--- src/sac_pkg.sv ---
// Shared types and constants for the stick axis conditioner.
// Holds the word structs, the calibration layout, the state enum and reset values.
// Depends on nothing; every other file imports it.
package sac_pkg;

  localparam int NUM_AXES     = 4;
  localparam int NUM_SWITCHES = 3;
  localparam int CAL_COUNT    = 4;

  localparam int SMP_W  = 12;
  localparam int IDX_W  = 2;
  localparam int CHAN_W = 3;
  localparam int PW_W   = 11;
  localparam int CAL_W  = 38;

  localparam int DEADBAND    = 15;
  localparam int OUT_LOW     = 1000;
  localparam int OUT_MID     = 1500;
  localparam int OUT_HIGH    = 2000;
  localparam int INVERT_BASE = 3000;

  // The smoother (8*old + 2*new)/10 is computed as (4*old + new)/5.
  localparam int FILT_OLD_WEIGHT = 8;
  localparam int FILT_NEW_WEIGHT = 2;
  localparam int FILT_DENOM      = 10;
  localparam int FILT_DIVISOR    = FILT_DENOM / FILT_NEW_WEIGHT;
  localparam int FILT_OLD_SHIFT  = $clog2(FILT_OLD_WEIGHT / FILT_NEW_WEIGHT);

  // Serial divider: the upper half of the dividend must be below the divisor.
  localparam int DIV_W     = 12;
  localparam int DIVD_W    = 2 * DIV_W;
  localparam int DIV_STEPS = DIV_W;
  localparam int DIV_CNT_W = $clog2(DIV_STEPS);

  localparam logic KIND_AXIS   = 1'b0;
  localparam logic KIND_SWITCH = 1'b1;

  typedef struct packed {
    logic             kind;
    logic [IDX_W-1:0] channel_index;
    logic [SMP_W-1:0] sample;
    logic             switch_low;
  } sac_in_t;

  typedef struct packed {
    logic [CHAN_W-1:0] channel;
    logic [PW_W-1:0]   pulse_width;
  } sac_out_t;

  typedef struct packed {
    logic             invert;
    logic             centered;
    logic [SMP_W-1:0] max_val;
    logic [SMP_W-1:0] mid_val;
    logic [SMP_W-1:0] min_val;
  } sac_cal_t;

  typedef sac_cal_t sac_cal_arr_t [CAL_COUNT];

  localparam sac_cal_arr_t CAL_RESET = '{
    '{invert: 1'b1, centered: 1'b1, max_val: 12'd3900, mid_val: 12'd2048, min_val: 12'd200},
    '{invert: 1'b1, centered: 1'b1, max_val: 12'd3900, mid_val: 12'd2048, min_val: 12'd200},
    '{invert: 1'b0, centered: 1'b1, max_val: 12'd3900, mid_val: 12'd2048, min_val: 12'd200},
    '{invert: 1'b0, centered: 1'b0, max_val: 12'd3900, mid_val: 12'd2048, min_val: 12'd200}
  };

  typedef enum logic [2:0] {
    ST_IDLE,
    ST_FILT,
    ST_MAP,
    ST_SLOPE,
    ST_OUT
  } sac_state_e;

endpackage

--- src/sac_cal_regs.sv ---
// Calibration register file, one packed word per axis, written from the config port.
// Depends on sac_pkg for the calibration layout and reset values.
module sac_cal_regs (
  input  logic                      clk_i,
  input  logic                      rst_ni,
  input  logic                      we_i,
  input  logic [sac_pkg::IDX_W-1:0] wr_index_i,
  input  logic [sac_pkg::CAL_W-1:0] wr_data_i,
  input  logic [sac_pkg::IDX_W-1:0] rd_index_i,
  output sac_pkg::sac_cal_t         rd_cal_o
);
  import sac_pkg::*;

  sac_cal_t cal_q [CAL_COUNT];

  always_ff @(posedge clk_i or negedge rst_ni) begin
    if (!rst_ni) begin
      for (int i = 0; i < CAL_COUNT; i++) begin
        cal_q[i] <= CAL_RESET[i];
      end
    end else if (we_i) begin
      cal_q[wr_index_i] <= sac_cal_t'(wr_data_i);
    end
  end

  assign rd_cal_o = cal_q[rd_index_i];

endmodule

--- src/sac_serial_div.sv ---
// Restoring divider that retires one quotient bit per cycle.
// Depends on sac_pkg for its widths; the dividend's upper half must be below the divisor.
module sac_serial_div (
  input  logic                       clk_i,
  input  logic                       rst_ni,
  input  logic                       start_i,
  input  logic [sac_pkg::DIVD_W-1:0] dividend_i,
  input  logic [sac_pkg::DIV_W-1:0]  divisor_i,
  output logic                       done_o,
  output logic [sac_pkg::DIV_W-1:0]  quotient_o
);
  import sac_pkg::*;

  logic                 run_q, run_d;
  logic                 done_q, done_d;
  logic [DIV_CNT_W-1:0] cnt_q, cnt_d;
  logic [DIV_W-1:0]     rem_q, rem_d;
  logic [DIV_W-1:0]     sh_q, sh_d;
  logic [DIV_W-1:0]     dsr_q, dsr_d;
  logic [DIV_W:0]       trial;
  logic [DIV_W:0]       diff;
  logic                 fits;

  assign trial = {rem_q, sh_q[DIV_W-1]};
  assign diff  = trial - {1'b0, dsr_q};
  assign fits  = (trial >= {1'b0, dsr_q});

  always_comb begin
    run_d  = run_q;
    done_d = 1'b0;
    cnt_d  = cnt_q;
    rem_d  = rem_q;
    sh_d   = sh_q;
    dsr_d  = dsr_q;
    if (start_i) begin
      run_d = 1'b1;
      cnt_d = '0;
      rem_d = dividend_i[DIVD_W-1:DIV_W];
      sh_d  = dividend_i[DIV_W-1:0];
      dsr_d = divisor_i;
    end else if (run_q) begin
      rem_d = fits ? diff[DIV_W-1:0] : trial[DIV_W-1:0];
      sh_d  = {sh_q[DIV_W-2:0], fits};
      cnt_d = cnt_q + DIV_CNT_W'(1);
      if (cnt_q == DIV_CNT_W'(DIV_STEPS - 1)) begin
        run_d  = 1'b0;
        done_d = 1'b1;
      end
    end
  end

  always_ff @(posedge clk_i or negedge rst_ni) begin
    if (!rst_ni) begin
      run_q  <= 1'b0;
      done_q <= 1'b0;
      cnt_q  <= '0;
    end else begin
      run_q  <= run_d;
      done_q <= done_d;
      cnt_q  <= cnt_d;
    end
  end

  always_ff @(posedge clk_i) begin
    rem_q <= rem_d;
    sh_q  <= sh_d;
    dsr_q <= dsr_d;
  end

  assign done_o     = done_q;
  assign quotient_o = sh_q;

endmodule

--- src/stick_axis_conditioner.sv ---
// Top level of the stick axis conditioner: sequencer, smoother store and output register.
// Depends on sac_pkg, sac_cal_regs and sac_serial_div.
//
// A switch word passes through ST_OUT into the output register. An axis word passes
// ST_FILT, a pass of the shared bit-serial divider for the smoother (it retires twelve
// quotient bits, then raises its done flag; skipped while the axis's stored value is
// zero), ST_MAP for the range checks, ST_SLOPE with a second divider pass for the slope
// (skipped at the clamps, in the deadband and for a zero span), and ST_OUT to load the
// result. One word is in work at a time; the next word is taken once the sequencer is
// back in ST_IDLE after the output register loads.
// A new word is taken while the previous result still waits; a stalled output holds the
// sequencer until the output register frees.
module stick_axis_conditioner (
  input  logic                      clk_i,
  input  logic                      rst_ni,
  input  logic                      in_valid_i,
  output logic                      in_stall_o,
  input  sac_pkg::sac_in_t          in_word_i,
  output logic                      out_valid_o,
  input  logic                      out_stall_i,
  output sac_pkg::sac_out_t         out_word_o,
  input  logic                      cfg_we_i,
  input  logic [sac_pkg::IDX_W-1:0] cfg_index_i,
  input  logic [sac_pkg::CAL_W-1:0] cfg_wdata_i
);
  import sac_pkg::*;

  sac_state_e        state_q, state_d;
  logic [IDX_W-1:0]  idx_q, idx_d;
  logic [SMP_W-1:0]  filt_q, filt_d;
  logic [PW_W-1:0]   res_q, res_d;
  logic [CHAN_W-1:0] chan_q, chan_d;
  logic              axis_q, axis_d;
  logic              base_hi_q, base_hi_d;
  logic [SMP_W-1:0]  store_q [CAL_COUNT];
  logic              out_valid_q;
  sac_out_t          out_word_q;

  sac_cal_t          cal;
  logic              in_acc;
  logic [SMP_W-1:0]  old_val;
  logic [SMP_W+2:0]  filt_sum;
  logic              div_start;
  logic [DIVD_W-1:0] div_dividend;
  logic [DIV_W-1:0]  div_divisor;
  logic              div_done;
  logic [DIV_W-1:0]  div_quot;
  logic              store_we;
  logic              out_load;
  logic [PW_W-1:0]   res_final;
  logic [SMP_W:0]    v13, mid13;
  logic              le_lo, ge_hi, in_band, below_mid;
  logic [SMP_W-1:0]  offset, span_range;
  logic              span_full, use_mid_base;
  logic [21:0]       prod500;
  logic [21:0]       prod;

  sac_cal_regs u_cal_regs (
    .clk_i      (clk_i),
    .rst_ni     (rst_ni),
    .we_i       (cfg_we_i),
    .wr_index_i (cfg_index_i),
    .wr_data_i  (cfg_wdata_i),
    .rd_index_i (idx_q),
    .rd_cal_o   (cal)
  );

  sac_serial_div u_div (
    .clk_i      (clk_i),
    .rst_ni     (rst_ni),
    .start_i    (div_start),
    .dividend_i (div_dividend),
    .divisor_i  (div_divisor),
    .done_o     (div_done),
    .quotient_o (div_quot)
  );

  assign in_acc   = in_valid_i && !in_stall_o;
  assign old_val  = store_q[in_word_i.channel_index];
  assign filt_sum = (SMP_W+3)'({old_val, FILT_OLD_SHIFT'(0)}) + (SMP_W+3)'(in_word_i.sample);

  assign v13       = {1'b0, filt_q};
  assign mid13     = {1'b0, cal.mid_val};
  assign le_lo     = (filt_q <= cal.min_val);
  assign ge_hi     = (filt_q >= cal.max_val);
  assign in_band   = cal.centered && (v13 + (SMP_W+1)'(DEADBAND) >= mid13)
                     && (v13 <= mid13 + (SMP_W+1)'(DEADBAND));
  assign below_mid = (filt_q < cal.mid_val);

  always_comb begin
    span_full    = 1'b0;
    use_mid_base = 1'b0;
    offset       = filt_q - cal.min_val;
    span_range   = cal.mid_val - cal.min_val;
    if (!cal.centered) begin
      span_full  = 1'b1;
      span_range = cal.max_val - cal.min_val;
    end else if (!below_mid) begin
      use_mid_base = 1'b1;
      offset       = filt_q - cal.mid_val;
      span_range   = cal.max_val - cal.mid_val;
    end
  end

  // The span is 500 or 1000; offset * 500 is built from shifts.
  assign prod500 = (22'(offset) << 9) - (22'(offset) << 3) - (22'(offset) << 2);
  assign prod    = span_full ? {prod500[20:0], 1'b0} : prod500;

  always_comb begin
    state_d      = state_q;
    idx_d        = idx_q;
    filt_d       = filt_q;
    res_d        = res_q;
    chan_d       = chan_q;
    axis_d       = axis_q;
    base_hi_d    = base_hi_q;
    div_start    = 1'b0;
    div_dividend = '0;
    div_divisor  = '0;
    store_we     = 1'b0;
    out_load     = 1'b0;
    unique case (state_q)
      ST_IDLE: begin
        if (in_acc) begin
          idx_d = in_word_i.channel_index;
          if (in_word_i.kind == KIND_SWITCH) begin
            if (int'(in_word_i.channel_index) < NUM_SWITCHES) begin
              res_d   = in_word_i.switch_low ? PW_W'(OUT_HIGH) : PW_W'(OUT_LOW);
              chan_d  = CHAN_W'(NUM_AXES) + CHAN_W'(in_word_i.channel_index);
              axis_d  = 1'b0;
              state_d = ST_OUT;
            end
          end else if (int'(in_word_i.channel_index) < NUM_AXES &&
                       int'(in_word_i.channel_index) < CAL_COUNT) begin
            chan_d = CHAN_W'(in_word_i.channel_index);
            axis_d = 1'b1;
            if (old_val == '0) begin
              filt_d  = in_word_i.sample;
              state_d = ST_MAP;
            end else begin
              div_start    = 1'b1;
              div_dividend = DIVD_W'(filt_sum);
              div_divisor  = DIV_W'(FILT_DIVISOR);
              state_d      = ST_FILT;
            end
          end
        end
      end
      ST_FILT: begin
        if (div_done) begin
          filt_d  = div_quot;
          state_d = ST_MAP;
        end
      end
      ST_MAP: begin
        store_we = 1'b1;
        state_d  = ST_OUT;
        priority if (le_lo) begin
          res_d = PW_W'(OUT_LOW);
        end else if (ge_hi) begin
          res_d = PW_W'(OUT_HIGH);
        end else if (in_band) begin
          res_d = PW_W'(OUT_MID);
        end else if (span_range == '0) begin
          res_d = PW_W'(OUT_HIGH);
        end else begin
          div_start    = 1'b1;
          div_dividend = DIVD_W'(prod);
          div_divisor  = span_range;
          base_hi_d    = use_mid_base;
          state_d      = ST_SLOPE;
        end
      end
      ST_SLOPE: begin
        if (div_done) begin
          res_d   = (base_hi_q ? PW_W'(OUT_MID) : PW_W'(OUT_LOW)) + div_quot[PW_W-1:0];
          state_d = ST_OUT;
        end
      end
      ST_OUT: begin
        if (!out_valid_q || !out_stall_i) begin
          out_load = 1'b1;
          state_d  = ST_IDLE;
        end
      end
      default: begin
        state_d = ST_IDLE;
      end
    endcase
  end

  always_comb begin
    logic [PW_W:0] inverted;
    inverted  = (PW_W+1)'(INVERT_BASE) - {1'b0, res_q};
    res_final = (axis_q && cal.invert) ? inverted[PW_W-1:0] : res_q;
  end

  always_ff @(posedge clk_i or negedge rst_ni) begin
    if (!rst_ni) begin
      state_q     <= ST_IDLE;
      out_valid_q <= 1'b0;
      for (int i = 0; i < CAL_COUNT; i++) begin
        store_q[i] <= '0;
      end
    end else begin
      state_q <= state_d;
      if (store_we) begin
        store_q[idx_q] <= filt_q;
      end
      if (out_load) begin
        out_valid_q <= 1'b1;
      end else if (!out_stall_i) begin
        out_valid_q <= 1'b0;
      end
    end
  end

  always_ff @(posedge clk_i) begin
    idx_q     <= idx_d;
    filt_q    <= filt_d;
    res_q     <= res_d;
    chan_q    <= chan_d;
    axis_q    <= axis_d;
    base_hi_q <= base_hi_d;
    if (out_load) begin
      out_word_q.channel     <= chan_q;
      out_word_q.pulse_width <= res_final;
    end
  end

  assign in_stall_o  = (state_q != ST_IDLE);
  assign out_valid_o = out_valid_q;
  assign out_word_o  = out_word_q;

endmodule

--- config.mk ---
export PLATFORM = sky130hd
export DESIGN_NAME = stick_axis_conditioner
export DESIGN_NICKNAME = d
export VERILOG_FILES = /design/src/sac_pkg.sv /design/src/sac_cal_regs.sv /design/src/sac_serial_div.sv /design/src/stick_axis_conditioner.sv
export SDC_FILE = /design/constraint.sdc
export NUM_CORES = 1
export LEC_CHECK = 0
export ABC_CLOCK_PERIOD_IN_PS = 6500
export BUFFER_PORTS_ARGS = -buffer_cell sky130_fd_sc_hd__buf_2
export CAP_MARGIN = 40
export CELL_PAD_IN_SITES_DETAIL_PLACEMENT = 0
export CELL_PAD_IN_SITES_GLOBAL_PLACEMENT = 1
export CORE_AREA = 8 8 270 272
export CTS_CLUSTER_SIZE = 30
export DETAILED_ROUTE_END_ITERATION = 10
export DIE_AREA = 0 0 278 280
export GPL_TIMING_DRIVEN = 0
export PLACE_DENSITY_LB_ADDON = 0.1
export REMOVE_ABC_BUFFERS = 1
export SYNTH_ARGS = -nofsm -noshare
export SYNTH_HDL_FRONTEND = slang
export SYNTH_HIERARCHICAL = 1
export SYNTH_SLANG_ARGS = --single-unit
--- constraint.sdc ---
create_clock -name clk_i -period 6.5 [get_ports clk_i]
set_clock_uncertainty 0.05 [all_clocks]
set_input_delay 0.975 -clock clk_i [delete_from_list [all_inputs] [get_ports clk_i]]
set_output_delay 0.975 -clock clk_i [all_outputs]
set_load 0.1 [all_outputs]
# Yosys cells after proc, flatten, opt, wreduce, memory -nomap -nowiden
# Index checks and enable logic that the tools add are counted.
# word_totals
regBits	290
word_cells	207
# classes
eq_ne	17
bitwise_logic	7
n_mux	92
add_sub_neg	15
reduce_logical	23
magnitude_cmp	12
# ops
cell	count
12-bit 2-to-1 mux	20
152-bit bitwise mux	1
11-bit 2-to-1 mux	11
38-bit 2-to-1 mux	3
22-bit 2-to-1 mux	5
38-bit binary-select mux with 2-bit select	1
38-bit demux with 2-bit select	1
12-bit subtractor	6
48-bit bitwise mux	1
12-bit case mux with 2 select lines	2
15-bit 2-to-1 mux	3
22-bit case mux with 2 select lines	1
3-bit 2-to-1 mux	14
11-bit case mux with 3 select lines	1
12-bit by 4-bit adder with 13-bit output, second input constant	2
13-bit by 12-bit greater-or-equal comparator with 1-bit output	2
12-bit binary-select mux with 2-bit select	1
12-bit demux with 2-bit select	1
12-bit zero test	2
21-bit by 15-bit subtractor with 22-bit output	1
22-bit by 14-bit subtractor with 22-bit output	1
1-bit 2-to-1 mux	20
14-bit by 12-bit adder with 15-bit output	1
3-bit case mux with 5 select lines	1
other kinds (34)	64

# Longest topological paths before layout
# logic_depth
ltp_word	16
depth_mapped	28
ltp_nobuf	24

# Cells and area by module
# The synthesis kept the hierarchy.
# modules_own_cells
mod	cells_each	instances	area_each_um2
stick_axis_conditioner	1246	1	11031.8
sac_cal_regs	370	1	6906.6
sac_serial_div	193	1	2373.5

# Least setup slack after synthesis
# No wires, ideal clock.
# synth_timing
kind	flip-flop to flip-flop
from	register idx_q[0]
to	register u_div.rem_q[4] (data pin)
stages_incl_launch_ff	26
t_arrival_ps	6213
synth_period_minus_slack_ps	6522
setup_slack_ps	-22
setup_time_ps	260
path_cell_list	edfxtp_1 > buf_6 > buf_6 > mux4_2 > inv_1 > ha_1 > a21oi_2 > o22ai_1 > or4b_4 > a31oi_4 > mux2i_1 > inv_1 > fa_1 > inv_1 > ha_1 > clkbuf_1 > a21o_1 > a21oi_1 > o21ai_0 > o41ai_1 > nand2b_1 > a21oi_1 > xnor2_1 > or2_2 > nor4b_1 > mux2_2
# synth_lines
element	line_no	rtl
start: declaration	stick_axis_conditioner.sv:29	logic [IDX_W-1:0] idx_q, idx_d;
start signal: assignment	stick_axis_conditioner.sv:219	idx_q <= idx_d;
end signal: assignment	sac_serial_div.sv:65	rem_q <= rem_d;
end: declaration	sac_serial_div.sv:17	logic [DIV_W-1:0] rem_q, rem_d;

==> run summary <==
Rows -> 97
cell area after synthesis -> 0.0203 mm^2
Post-Route WL -> 64.1 mm
CTS Buf Count -> 37
IO Port Bufs -> 76
Fin Setup TNS -> 0 ns
Final Critical Period -> 6.49 ns
hpwl dp -> 47.1 mm
CP Launch Point -> idx_q[0]$_DFFE_PP_
Sink Count -> 290
root buf cell -> clkbuf_16
Inst Count DP -> 2742
main flop type after synthesis -> dfrtp_1
number of DRC markers in iteration 0 -> 765
Critical Path Fanout Max -> 12
HP Start -> chan_q[2]$_SDFFCE_PN0P_
Hold Buf Count CTS -> 0
post-DR wirelength/cell -> 22.2 um
die area -> 0.0778 mm^2
unique cell type count in the Yosys netlist -> 89
Setup WS post-layout -> 0.00745 ns
initial core utilization -> 0.295
worst min path class -> reg -> reg
setup violators final -> 0
sequential fraction of the synthesis area -> 0.380
global route overflow -> 0
CTS tree -> yes
initial antenna violation count -> 2
WP data arrival -> 6.72 ns
FF+latch count, synth -> 290
Ys Warns -> 6
Tcrit/Tclk final -> 0.999
Die Ht -> 280 um
area grow syn2layout -> 22.1%
Via Count -> 14800
Finished Layout Cells -> 2895
Final ANT Viol Nets -> 0
post-synth top area share -> 0.193
outcome -> finished clean
Core Region -> 0.0689 mm^2
# Max-Cap Violations -> 0
Hold Violations, Final -> 0
Post-synth EDFFs -> 80
Clock Latency Late Sink -> 0.55 ns
IO Count -> 77
worst-case clock buffer depth -> 3
number of global-route vias before repair -> 15600
GRT Overall Usage -> 0.160
GPL Wtd Cong -> 0.810
crit path kind -> reg -> reg
largest cells by area after synthesis -> dfrtp_1, edfxtp_1, ha_1
CP Data Required Time -> 6.72 ns
Slew Limit Fails -> 0
cells after synthesis -> 1809
Avg Vias per Cell -> 5.12
Rel. slew slack -> 0.311
layout cells sized above 1 -> 0.350
Pre-Repair DR Iteration Count -> 5
Residual DRC -> 0
RR Startpoint -> idx_q[0]$_DFFE_PP_
clk slew on worst S/H paths -> 0.05 ns
RSZ-0062 raised after global routing -> yes
worst slack, placed -> -2.03 ns
chip width -> 278 um
pin count of the biggest net entering global routing -> 112
fmax -> 154 MHz
H-tree Lvls -> 2
slowest cell on the critical path -> or4b_4
Setup crit start kind -> flop
slowest cell delay on critical path -> 0.55 ns
wire length of the first global-routing pass -> 96.8 mm
leading area contributor after synthesis -> dfrtp_1
Worst-Margin Slew -> 1.03 ns
CP endpoint kind -> flop
syn_area_per_cell -> 11.2 um^2
Nets -> 2200
Post-synth ARST share -> 0.724
## state kept, by name (all words and copies together) (netlist names), 2 cells and up
| signal | flops |
|---|---|
| u_cal_regs/cal_q | 152 |
| state_q | 3 |
| res_q | 11 |
| filt_q | 12 |
| u_div/cnt_q | 4 |
| u_div/quotient_o | 12 |
| out_word_o | 14 |
| u_div/rem_q | 12 |
| idx_q | 2 |
| u_div/dsr_q | 12 |
| store_q | 48 |
| chan_q | 3 |
## path summary, 6_finish.rpt
kind                            depth (start not counted)                               end  slack [ns]
worst min-delay path                                    0          out_word_o[13]$_DFFE_PP_        0.37
max in group asynchronous                               2           store_q[36]$_DFFE_PN0P_        4.88
worst max-delay path                                   29          u_div/rem_q[9]$_DFFE_PP_       0.007
worst max register to register                         29          u_div/rem_q[9]$_DFFE_PP_       0.007
min in group asynchronous                               1  u_cal_regs/cal_q[37]$_DFFE_PN0P_        0.43
worst min register to register                          0          out_word_o[13]$_DFFE_PP_        0.37
## layout by cell type, fill, tap and decap left out, types with 17 or more instances in the layout
cell type,instances
dfrtp_1,157
mux2_2,151
ha_1,135
nor2_1,102
nand2_1,91
inv_1,84
edfxtp_1,80
buf_4,80
buf_2,77
mux2_4,64
xnor2_1,62
o21ai_0,57
a21oi_1,55
dfstp_2,53
mux4_2,50
xor2_1,42
clkbuf_16,41
nor3_1,35
a21o_1,33
nand3_1,28
o21a_1,23
nand2b_1,21
o31ai_1,18
nor2b_1,17
mux2_1,17
## logic make-up after synthesis
group,share of synthesized area
adders and majority gates,0.104
and+or+nand+nor,0.106
xor gates and xnor gates,0.0461
DFF,0.380
muxes,0.207
buffers and inverters,0.0389
other,0.000185
AOI/OAI and AO/OA,0.117
## timing repair
item	4_1_cts	5_1_grt
buffers inserted	58	27
cloned	2	1
resized for setup	88	68
hold endpoints to repair	0	0
pin swaps	30	39
setup endpoints to repair	87	68
## per-stage QoR
stage          cell area [um^2]  utilization  hold WS, ns
6_report                  24800        0.360        0.372
4_1_cts                   24200        0.351        0.374
3_3_place_gp              21400        0.310        0.361
5_1_grt                   24800        0.360        0.383
2_1_floorplan             19900            -        0.350
3_5_place_dp              22000        0.320        0.361
## layout make-up
type | count | area, um^2
Fill cell | 6842 | 44100
Tap cell | 891 | 1110
Clock inverter | 6 | 116
Inverter | 101 | 424
Timing Repair Buffer | 196 | 1690
Clock buffer | 60 | 1180
Antenna cell | 1 | 2.50
Multi-Input combinational cell | 1350 | 12500
Sequential cell | 290 | 7720
## synthesized netlist by cell type, drive strengths merged (5+ instances only)
master / count
mux2: 232
a2111oi: 5
nor2: 110
o21ai: 72
nor3b: 13
and2: 14
mux2i: 21
nand3: 32
nor3: 39
nand3b: 8
xor2: 43
nor2b: 18
clkbuf: 34
a31oi: 14
nand2b: 23
fa: 11
o21bai: 10
mux4: 50
or3: 10
a21o: 34
and3: 12
o211a: 5
a21oi: 76
ha: 152
or4: 5
inv: 101
a211o: 6
dfstp: 53
o21a: 24
a221o: 6
o31a: 5
nand4: 13
a211oi: 12
a311oi: 6
o31ai: 18
nand2: 93
xnor2: 64
nor4: 14
or2: 12
edfxtp: 80
buf: 37
o211ai: 15
dfrtp: 157
## worst max-delay path, delay by kind of cell (launching register included)
kind	cells	cell delay (ns)
fa+ha+maj	3	1.02
flops	1	0.50
buf+inv	10	1.22
xor+xnor	1	0.14
mux	2	0.70
compound gates	10	1.83
simple gates	3	0.73
## per-layer routing
metal / part of all wire / up-vias / GRT usage / wire (um)
met5: 0 / - / 0 / 0
met2: 0.48 / 246 / 0.270 / 30700
met1: 0.46 / 7425 / 0.214 / 29500
li1: - / 7054 / - / -
met4: 0.029 / 0 / 0.0489 / 1870
met3: 0.033 / 93 / 0.0209 / 2110
Power is not shown: default switching activity piles up to over one toggle a cycle in this logic, so the estimate is an artifact.
